**config.mk**
```make
export PLATFORM = sky130hd
export DESIGN_NAME = nups_dist
export DESIGN_NICKNAME = d
export VERILOG_FILES = /design/src/hdl/nups_pkg.sv /design/src/hdl/nups_dist.sv
export SDC_FILE = /design/constraint.sdc
export NUM_CORES = 1
export LEC_CHECK = 0
export ABC_AREA = 1
export BUFFER_PORTS_ARGS = -buffer_cell sky130_fd_sc_hd__buf_4
export CORE_AREA = 5 5 361 186
export DETAILED_ROUTE_END_ITERATION = 8
export DIE_AREA = 0 0 366 191
export PLACE_DENSITY = 0.64
export SYNTH_ARGS = -nofsm -noshare
export SYNTH_HDL_FRONTEND = slang
export SYNTH_SLANG_ARGS = --single-unit
```
**constraint.sdc**
```tcl
create_clock -name clk -period 7.7 [get_ports clk]
set_input_delay 0.385 -clock clk [delete_from_list [all_inputs] [get_ports clk]]
set_output_delay 0.385 -clock clk [all_outputs]
set_load 0.05 [all_outputs]
```
**src/hdl/nups_pkg.sv**
```systemverilog
// ----------------------------------------------------------------------------
// nups_pkg
// Shared types and constants for the nearest unvisited point search unit.
// ----------------------------------------------------------------------------
package nups_pkg;

  localparam int COORD_W = 16;
  localparam int SLOT_W  = 8;
  localparam int LABEL_W = 16;
  localparam int DIST_W  = 34;
  localparam int CFG_W   = 9;

  typedef enum logic [1:0] {
    OP_WRITE = 2'd0,
    OP_MARK  = 2'd1,
    OP_CLEAR = 2'd2,
    OP_QUERY = 2'd3
  } op_t;

  typedef struct packed {
    op_t                       operation;
    logic [SLOT_W-1:0]         slot;
    logic signed [COORD_W-1:0] coord_x;
    logic signed [COORD_W-1:0] coord_y;
    logic [LABEL_W-1:0]        point_label;
  } in_req_t;

  typedef struct packed {
    logic                      found;
    logic [SLOT_W-1:0]         nearest_slot;
    logic [LABEL_W-1:0]        nearest_label;
    logic signed [COORD_W-1:0] nearest_x;
    logic signed [COORD_W-1:0] nearest_y;
    logic [DIST_W-1:0]         squared_distance;
    logic                      all_visited;
  } out_rsp_t;

  typedef struct packed {
    logic signed [COORD_W-1:0] x;
    logic signed [COORD_W-1:0] y;
    logic [LABEL_W-1:0]        label;
  } point_t;

endpackage

```
**src/hdl/nups_dist.sv**
```systemverilog
// ----------------------------------------------------------------------------
// nups_dist
// Squared distance unit: registered squares of dx and dy, then their sum.
// ----------------------------------------------------------------------------
module nups_dist (
  input  logic                               clk,
  input  nups_pkg::point_t                   pt,
  input  logic signed [nups_pkg::COORD_W-1:0] qx,
  input  logic signed [nups_pkg::COORD_W-1:0] qy,
  output logic [nups_pkg::DIST_W-1:0]        sq_dist
);
  import nups_pkg::*;

  logic signed [COORD_W:0]     dx;
  logic signed [COORD_W:0]     dy;
  logic signed [2*COORD_W+1:0] prod_x;
  logic signed [2*COORD_W+1:0] prod_y;
  logic [2*COORD_W:0]          sq_x_r;
  logic [2*COORD_W:0]          sq_y_r;

  assign dx     = {pt.x[COORD_W-1], pt.x} - {qx[COORD_W-1], qx};
  assign dy     = {pt.y[COORD_W-1], pt.y} - {qy[COORD_W-1], qy};
  assign prod_x = dx * dx;
  assign prod_y = dy * dy;

  always_ff @(posedge clk) begin
    sq_x_r <= prod_x[2*COORD_W:0];
    sq_y_r <= prod_y[2*COORD_W:0];
  end

  assign sq_dist = DIST_W'({1'b0, sq_x_r} + {1'b0, sq_y_r});

endmodule

```
# Word-level counts from Yosys, hierarchy flattened
# Index checks and enable logic that the tools add are counted.
[totals] register_bits=66 input_bits=81 output_inout_bits=34
[op_classes] add_sub_neg=3 mul=2
[ops] operator="$mul A17 B17 Y33" n=2
[ops] operator="$add A33 B33 Y34" n=1
[ops] operator="$sub A16 B16 Y17" n=2

# Longest topological paths before layout
# Gate-level depths: netlist (run 1).
[logic_depth] depth_word=2 ltp_mapped=39

# Worst setup path after synthesis (run 1)
# No wires, ideal clock.
[synth_path] path_type="input to register" startpoint="input pt[32] (netlist name)" endpoint="register sq_x_r[27]" setup_time_ps=114 t_arrival_ps=6625 required_time_ps=7586 setup_slack_ps=961 path_stages=33 path_cell_list="inv_1 > ha_1 > inv_1 > fa_1 > nand2_1 > nand3_1 > and2_2 > nand2_1 > nand2_4 > nand2_1 > nand2_1 > nand2_1 > nand2_1 > buf_6 > nor2_1 > inv_1 > fa_1 > inv_1 > fa_1 > inv_1 > fa_1 > fa_1 > fa_1 > fa_1 > inv_1 > ha_1 > nand2_1 > nor2_1 > inv_1 > nor3_1 > nand3_1 > nand4_1 > nand2_1"
[synth_between] elab_chain_len=2
[synth_rtl] item="start, declared" line="nups_dist.sv:7" source="input nups_pkg::point_t pt,"
[synth_rtl] item="$sub A16 B16 Y17" line="nups_dist.sv:21" source="assign dx = {pt.x[COORD_W-1], pt.x} - {qx[COORD_W-1], qx};"
[synth_rtl] item="$mul A17 B17 Y33" line="nups_dist.sv:23" source="assign prod_x = dx * dx;"
[synth_rtl] item="net prod_x[27]" line="nups_dist.sv:16" source="logic signed [2*COORD_W+1:0] prod_x;"
[synth_rtl] item="end signal, assigned" line="nups_dist.sv:27" source="sq_x_r <= prod_x[2*COORD_W:0];"
[synth_rtl] item="end, declared" line="nups_dist.sv:18" source="logic [2*COORD_W:0] sq_x_r;"
# The timed path passes the listed nets, and every way through them passes these cells.

# Worst setup path in the final report (run 1)
[layout_path] startpoint="input pt[32] (netlist name)" endpoint="register sq_x_r[26]"
# The elaborated chain is that of the path after synthesis.

==> results of run 1 <==
==> registers in the layout, summed over array words and instances (netlist names) <==
signal	count
sq_x_r	32
sq_y_r	32
==> logic make-up after synthesis <==
logic type,after synthesis
AO/OA/AOI/OAI,220
XOR/XNOR,69
adder cells (fa/ha/maj),751
buffers and inverters,940
flip-flops,64
AND/OR/NAND/NOR,1232
==> metal layers <==
metal  GRT usage [%]  vias to the layer above  part of all wire [%]  wire, µm
met3           7.949                       20                    15     10430
met1           35.89                     9947                    52     37220
met2           23.73                      925                    32     23120
met5           1.168                        -                  0.16       114
met4           1.745                        2                  0.47       334
li1                -                     9982                     -         -
==> cell type report <==
type | instances | area (µm²)
clock inverter | 3 | 40.04
multi-input combinational | 2272 | 20260
fill | 6526 | 36030
timing repair buffer | 200 | 1514
sequential | 64 | 1281
clock buffer | 13 | 260.3
inverter | 901 | 3382
tap | 850 | 1064
==> path summary, 6_finish.rpt <==
check,end,depth (start not counted),from,slack (ns)
max,sq_x_r[26]$_DFF_P_,33,pt[32],0.27
min,sq_x_r[0]$_DFF_P_,3,qx[0],0.63
==> metrics by stage <==
stage / hold WS (ns) / cell area [µm²] / cells / setup TNS (ns)
5_1_grt: 0.6412 / 27800 / 4303 / -0.008523
4_1_cts: 0.6187 / 27800 / 4303 / 0
3_3_place_gp: 0.9844 / 27500 / 4287 / 0
6_report: 0.6326 / 27800 / 4303 / 0
3_5_place_dp: 0.9891 / 27500 / 4287 / 0
2_1_floorplan: 0.7349 / 25140 / 3276 / 0
==> layout by cell type (no fill, tap or decap), types with 2 or more instances in the layout <==
master,count
inv_1,888
nand2_1,713
fa_1,530
nor2_1,316
ha_1,221
buf_4,199
a21oi_1,120
nand3_1,114
dfxtp_1,64
o21ai_0,63
xor2_1,53
nand4_1,35
nor3_1,22
o21bai_1,16
xnor2_1,9
clkbuf_16,9
o21a_1,8
inv_2,7
a21o_1,7
clkinv_1,6
nand2_2,6
nand3b_1,5
and2_1,5
xor2_4,4
or2_2,4
and3_1,3
nand3_2,2
xor2_2,2
nor2_2,2
nand2b_1,2
a31oi_1,2
clkbuf_8,2
clkinv_2,2
clkbuf_1,2
==> worst min-delay path, delay by kind of cell <==
family,cells,cell delay (ns)
buffers and inverters,2,0.27
adders and majority gates,1,0.22
==> what timing repair did <==
action                                  in CTS  in global routing
buffers inserted                             0                  0
endpoints found under the setup margin       0                  2
gates resized for setup                      0                  1
hold buffers                                 0                  0
==> summary.txt, run 1 <==
Clock tree
  – Root buffer cell: clkbuf_16
  – Htree depth: 3
  – Worst-path clk slew: 0.05 ns
  – CTS Buf Count: 9
  – Worst-case clock buffer depth: 2
  – Sinks on Clock Net: 64
  – CTS tree: built

Critical path
  – Crit. End Element: flop
  – CP Data Required Time: 7.94 ns
  – Crit path arrival time: 7.67 ns
  – WP buf/inv: 9
  – Critical Path Slowest Stage Cell: fa_1
  – Crit Path Category: input pin to flop
  – CP max stage delay: 0.70 ns
  – Startpoint types: input pin
  – Crit-path leading delay family: adder cells
  – CP Max Fanout: 7

Route
  – Vias/cell: 4.851
  – 1st-iter DRT viols: 2175
  – Vias: 20880
  – Wire length per cell: 16.55 µm
  – Drt total wl: 71220 µm
  – # DRC: 0
  – Antenna-violating nets left: 0
  – Detailed Routing Iterations Pass 1: 7

Yosys
  – Cells after synthesis: 3276
  – Synth top area cells: fa_1, inv_1, ha_1
  – Post-synth EDFFs: 0
  – Synth Warn #: 0
  – Post-synthesis mux area share: 0%
  – Count leader, synth: inv_1
  – FFs w/ async S/R, synth: 0%
  – Area share of fa/ha/maj cells after synthesis: 53.20%
  – Register area share after synthesis: 5.096%
  – Post-synth top area share: 42.20%
  – Synth Register Bits: 64
  – Ys flop type: dfxtp_1
  – Simple-gate share of the synthesized area: 19.82%
  – Synth Area in Compound Gates: 4.738%
  – Mean Syn Cell Area: 7.674 µm²
  – Post-Syn Area: 0.02514 mm²
  – Syn nets: 4108
  – Synth area leader: fa_1
  – Synth Area in XOR/XNOR: 2.837%
  – Synth cell types: 41
  – Largest family of logic cells by synthesized area: adder cells
  – Commonest cells post-synth: inv_1, nand2_1, fa_1, nor2_1, ha_1

Global routing
  – GR Util All Layers: 20.87%
  – Initial antenna violation count: 1
  – Vias in the first global route: 20210
  – Total gr overflow: 0
  – Largest net degree at the start of global routing: 19
  – First-pass GRT wire length: 114100 µm

Placement
  – DP Wirelength: 65440 µm
  – PortBufs: 98
  – Place WS: 0.09934 ns
  – RePlAce Congestion: 0.9870

Timing
  – Final worst slack: 0.2702 ns
  – Clock period minus worst slack: 7.430 ns
  – Unrepaired setup endpoints after global routing: true
  – Fmax: 0.1346 GHz
  – Final setup fails: 0
  – Fin crit share: 96.49%
  – Max Slew Vio Count: 0
  – Max_slew headroom: 43.88%
  – Final hold vios: 0
  – Slew @ Worst Pin: 0.8329 ns

Die
  – Row count: 66
  – Core ar.: 0.06383 mm²
  – Die Y: 191 µm
  – DIE AREA: 0.06991 mm²
  – Die span in x: 366 µm
  – Initial Util: 39.38%
  – Num ports: 115

Outcome
  – Outcome: complete, no violations

Flow run
  – Max-Cap Viols: 0

Cells and area
  – Share of cells above drive strength 1: 7.124%
  – Fin util: 43.56%
  – Layout area overhead: 10.59%
  – Nets: 4280
  – N_diodes: 0

Min path
  – Hold Path Class: input pin to flop
Power of run 1 is not shown: default switching activity piles up to over one toggle a cycle in this logic, so the estimate is an artifact.
==> run 2, diff against run 1 <==
--- a/config.mk
+++ b/config.mk
@@ -8,6 +8,7 @@
 export ABC_AREA = 1
 export BUFFER_PORTS_ARGS = -buffer_cell sky130_fd_sc_hd__buf_4
 export CORE_AREA = 5 5 361 186
+export CTS_BUF_LIST = sky130_fd_sc_hd__clkbuf_2
 export DETAILED_ROUTE_END_ITERATION = 8
 export DIE_AREA = 0 0 366 191
 export PLACE_DENSITY = 0.64
==> run 2 against run 1 <==
Effect of this change: the run now ends with DRC left; core utilization decreased by 0.30 points; die area did not move; highest routed layer unchanged; design area is 0.68% lower; first-iteration DRC count fell by 1.5%; sequential share of layout area barely moved; critical path depth up 1; critical endpoint unchanged; flip-flop and latch count stayed put; hold slack got worse by 0.25 ns.
==> summary.txt, run 2 (synthesized netlist as in run 1, its figures left out) <==
Outcome
  – Outcome: complete, but fails checks
  – Failing checks: DRC

Clock tree
  – Worst-path clk slew: 0.17 ns (+0.12 ns)
  – Htree depth: 3 (unchanged)
  – CTS Buf Count: 9 (unchanged)
  – CTS tree: built
  – Postcts setup bufs: 0 (unchanged)
  – Post-cts resize count: 0 (unchanged)
  – Sinks on Clock Net: 64 (unchanged)
  – Worst-case clock buffer depth: 2 (unchanged)
  – Post-CTS Hold Fix Bufs: 0 (unchanged)
  – Root buffer cell: clkbuf_2

Placement
  – Place WS: 0.09934 ns (unchanged)
  – Instance area at placement: 0.02750 mm² (unchanged)
  – RePlAce Congestion: 0.9870 (unchanged)
  – Placed cells: 4287 (unchanged)
  – DP Wirelength: 65440 µm (unchanged)
  – PortBufs: 98 (unchanged)

Timing
  – Final setup fails: 0 (unchanged)
  – Unrepaired setup endpoints after global routing: false
  – Fmax: 0.1385 GHz (+2.9%)
  – Final worst slack: 0.4793 ns (+0.2091 ns)
  – Final hold vios: 0 (unchanged)
  – Clock period minus worst slack: 7.221 ns (-0.2091 ns)
  – Fin crit share: 93.78% (-2.7 points)
  – Max Slew Vio Count: 0 (unchanged)
  – Setup TNS: 0 ns (unchanged)
  – Max_slew headroom: 43.85% (about the same)
  – Slew @ Worst Pin: 0.8335 ns (+0.0005592 ns)

Critical path
  – CP Data Required Time: 8.24 ns (+0.30 ns)
  – Crit path arrival time: 7.76 ns (+0.09 ns)
  – Cell repeated most along the worst path: nand2_1
  – Crit. End Element: flop
  – CP max stage delay: 0.70 ns (about the same)
  – Startpoint types: input pin
  – Critical Path Slowest Stage Cell: fa_1
  – Crit Path Category: input pin to flop
  – CP Max Fanout: 7 (unchanged)

Global routing
  – Initial antenna violation count: 3 (+2)
  – Largest net degree at the start of global routing: 19 (unchanged)
  – Total gr overflow: 0 (unchanged)
  – Vias in the first global route: 20160 (-0.26%)
  – First-pass GRT wire length: 113700 µm (-0.33%)
  – GR Util All Layers: 20.79% (-0.086 points)

Die
  – Die Y: 191 µm (unchanged)
  – Initial Util: 39.38% (unchanged)
  – Row count: 66 (unchanged)
  – DIE AREA: 0.06991 mm² (unchanged)
  – Core ar.: 0.06383 mm² (unchanged)
  – Num ports: 115 (unchanged)
  – Die span in x: 366 µm (unchanged)

Route
  – Vias: 20910 (+0.18%)
  – Detailed Routing Iterations Pass 1: 9 (+2)
  – 1st-iter DRT viols: 2142 (-1.5%)
  – Drt total wl: 71270 µm (about the same)
  – Vias/cell: 4.857 (+0.11%)
  – Wire length per cell: 16.55 µm (about the same)
  – Antenna-violating nets left: 0 (unchanged)
  – # DRC: 2 (+2)

Cells and area
  – Area of the multi-input gates: 0.02026 mm² (unchanged)
  – Layout area overhead: 9.834%
  – Final instance area: 0.02761 mm² (-0.68%)
  – FF+latch area: 0.001281 mm² (unchanged)
  – Most frequent cells in the layout: inv_1, nand2_1, fa_1
  – # fillers: 6552 (+0.40%)
  – Most common cell after layout, fill and taps aside: inv_1
  – Nets: 4280 (unchanged)
  – Share of cells above drive strength 1: 7.124% (unchanged)
  – Fin cells: 4306 (+0.070%)
  – Biggest regs: sq_x_r (32), sq_y_r (32)

Flow run
  – Max-Cap Viols: 0 (unchanged)

Min path
  – Hold Path Class: input pin to flop
[run 2: cell count changes in the layout (fill, tap and decap cells not counted)]
cell       previous run  this run
diode_2               0         3
o21ai_1               1         0
clkbuf_16             9         0
clkbuf_1              2         0
clkinv_1              6         8
clkbuf_8              2         0
clkbuf_2              0        11
o21ai_0              63        64
[run 2: critical path: cells and delay by family]
| kind | cells | cell delay [ns] |
|---|---|---|
| fa+ha+maj | 9 | 4.17 |
| buf+inv | 9 | 0.84 |
| compound gates | 1 | 0.38 |
| simple gates | 15 | 1.98 |
[run 2: per-layer routing]
layer	track usage, %	part of all wire, %
met1	35.40	53
met2	23.53	32
met3	8.811	14
met4	1.519	0.38
met5	0.4808	0.059
[run 2: final cells by class]
class / instances / share of cell area, %
tap: 850 / 3.852
clock inverter: 5 / 0.1722
clock buffer: 11 / 0.1994
inverter: 901 / 12.25
sequential: 64 / 4.640
timing repair buffer: 200 / 5.483
multi-input combinational: 2272 / 73.38
antenna: 3 / 0.02719
[run 2: through the flow]
stage / hold WS (ns) / util [%]
3_5_place_dp: 0.9891 / 43.08
2_1_floorplan: 0.7349 / -
3_3_place_gp: 0.9844 / 43.08
5_1_grt: 0.3445 / 43.25
4_1_cts: 0.3372 / 43.25
6_report: 0.3857 / 43.26
[run 2: path summary, 6_finish.rpt]
| kind | from | end | slack [ns] | cells after the start |
|---|---|---|---|---|
| setup / recovery | pt[32] | sq_x_r[26]$_DFF_P_ | 0.48 | 34 |
| hold / removal | qx[0] | sq_x_r[0]$_DFF_P_ | 0.39 | 3 |
Power of run 2 is left out for the same reason.
==> run 3, diff against run 2 <==
--- a/config.mk
+++ b/config.mk
@@ -11,7 +11,7 @@
 export CTS_BUF_LIST = sky130_fd_sc_hd__clkbuf_2
 export DETAILED_ROUTE_END_ITERATION = 8
 export DIE_AREA = 0 0 366 191
-export PLACE_DENSITY = 0.64
+export PLACE_DENSITY = 0.66
 export SYNTH_ARGS = -nofsm -noshare
 export SYNTH_HDL_FRONTEND = slang
 export SYNTH_SLANG_ARGS = --single-unit
==> constraint.sdc (replaced) <==
create_clock -name clk -period 5.8 [get_ports clk]
set_input_delay 0.29 -clock clk [delete_from_list [all_inputs] [get_ports clk]]
set_output_delay 0.29 -clock clk [all_outputs]
set_load 0.05 [all_outputs]
==> run 3 against run 2 <==
Effect of this change: the flow finishes with violations (setup timing); final cell count up 13%; first-iteration DRC count down 2.5%; hold slack worse by 0.21 ns; non-clock buffer count up 574; count of clock-buffer cells in the layout up 1; setup slack worse by 0.79 ns; sequential share of layout area down 1.1 points; critical path depth down 1; via count up 13%; core utilization up 13 points; critical path type unchanged.
==> summary.txt, run 3 (synthesized netlist as in run 1, its figures left out) <==
Route
  – Antenna-violating nets left: 0 (unchanged)
  – Wire length per cell: 17.42 µm (+5.2%)
  – Drt total wl: 84970 µm (+19%)
  – Vias/cell: 4.839 (-0.36%)
  – Met1 WL: 42660 µm (+14%)
  – Vias: 23610 (+13%)
  – Detailed Routing Iterations Pass 1: 6 (-3)
  – 1st-iter DRT viols: 2089 (-2.5%)
  – Met3 routed WL: 12070 µm (+17%)
  – Top Metal Used: met5
  – Met2 wire length: 29680 µm (+29%)
  – # DRC: 0 (-2)

Timing
  – Final setup fails: 32 (+32)
  – Slew @ Worst Pin: 0.9465 ns (+0.1130 ns)
  – Unrepaired setup endpoints after global routing: true
  – Final hold vios: 0 (unchanged)
  – Fin crit share: 105.4%
  – Clock period minus worst slack: 6.114 ns
  – Max Slew Vio Count: 0 (unchanged)
  – Fmax: 0.1636 GHz
  – Final worst slack: -0.3142 ns (-0.7935 ns)
  – Max_slew headroom: 36.23% (-7.6 points)

Critical path
  – Crit Path Category: input pin to flop
  – Startpoint types: input pin
  – Crit. End Element: flop
  – CP Max Fanout: 6 (-1)
  – Cell repeated most along the worst path: buf_6
  – CP max stage delay: 0.56 ns (-0.14 ns)
  – CP Data Required Time: 6.27 ns (-1.97 ns)
  – Critical Path Slowest Stage Cell: fa_1
  – Crit path arrival time: 6.59 ns (-1.17 ns)

Placement
  – RePlAce Congestion: 0.9966 (+0.97%)
  – Place WS: -1.308 ns (-1.407 ns)
  – PortBufs: 98 (unchanged)
  – DP Wirelength: 73560 µm (+12%)
  – Placed cells: 4762 (+11%)
  – Instance area at placement: 0.03199 mm² (+16%)

Cells and area
  – # fillers: 5704 (-13%)
  – Final instance area: 0.03610 mm² (+31%)
  – Biggest regs: sq_x_r (32), sq_y_r (32)
  – Fin util: 56.55% (+13 points)
  – Most frequent cells in the layout: inv_1, buf_4, nand2_1
  – Nets: 4854 (+13%)
  – Share of cells above drive strength 1: 35.46% (+28 points)
  – Layout area overhead: 43.60%
  – Most common cell after layout, fill and taps aside: inv_1
  – Fin cells: 4878 (+13%)

Clock tree
  – Root buffer cell: clkbuf_2
  – Sinks on Clock Net: 64 (unchanged)
  – Worst-path clk slew: 0.20 ns (+0.03 ns)
  – Worst-case clock buffer depth: 2 (unchanged)
  – CTS tree: built
  – Htree depth: 3 (unchanged)
  – CTS Buf Count: 9 (unchanged)

Die
  – DIE AREA: 0.06991 mm² (unchanged)
  – Die span in x: 366 µm (unchanged)
  – Core ar.: 0.06383 mm² (unchanged)
  – Num ports: 115 (unchanged)
  – Row count: 66 (unchanged)
  – Initial Util: 39.38% (unchanged)
  – Die Y: 191 µm (unchanged)

Global routing
  – Total gr overflow: 0 (unchanged)
  – GR Util All Layers: 24.04% (+3.3 points)
  – Initial antenna violation count: 1 (-2)
  – Largest net degree at the start of global routing: 18 (-1)
  – First-pass GRT wire length: 130700 µm (+15%)
  – Vias in the first global route: 23240 (+15%)

Outcome
  – Failing checks: setup timing
  – Outcome: complete, but fails checks

Min path
  – Hold Path Class: input pin to flop

Flow run
  – Max-Cap Viols: 0 (unchanged)
[run 3: path summary, 6_finish.rpt]
check	slack (ns)	end	depth (start not counted)	from
hold / removal	0.18	sq_y_r[0]$_DFF_P_	3	qy[0]
setup / recovery	-0.31	sq_y_r[17]$_DFF_P_	33	pt[16]
[run 3: repair_timing]
item / CTS / global route
hold buffers: 0 / 0
resized for setup: 423 / 424
buffers inserted: 59 / 45
pin swaps: 251 / 257
hold endpoints to repair: 0 / 0
setup endpoints to repair: 42 / 45
[run 3: per-layer routing]
metal | global-route usage, % | up-vias
met5 | 0 | -
met4 | 1.233 | 2
met3 | 10.90 | 45
met2 | 28.58 | 997
met1 | 39.66 | 11410
li1 | - | 11160
[run 3: cell type report]
type	count	area (µm²)	share of cell area [%]
repair buffers	774	6615	18.32
flip-flops and latches	64	1281	3.549
diodes	1	2.502	0.006932
inverters	901	3500	9.694
clock inverters	4	21.27	0.05892
well taps	850	1064	2.946
clock buffers	12	60.06	0.1664
multi-input cells	2272	23560	65.25
[run 3: metrics by stage]
step | TNS (ns) | hold slack (ns)
2_1_floorplan | -7.296 | 0.6331
3_3_place_gp | -41.51 | 0.7977
3_5_place_dp | -43.27 | 0.7995
4_1_cts | -2.657 | 0.1442
5_1_grt | -12.80 | 0.1610
6_report | -6.802 | 0.1758
[run 3: critical path, delay by kind of cell]
kind | cells | cell delay [ns]
buffers and inverters | 13 | 1.22
xor gates and xnor gates | 1 | 0.14
and+or+nand+nor | 6 | 0.53
AOI/OAI and AO/OA | 4 | 0.56
adders and majority gates | 9 | 3.84
Power of run 3 is left out for the same reason.
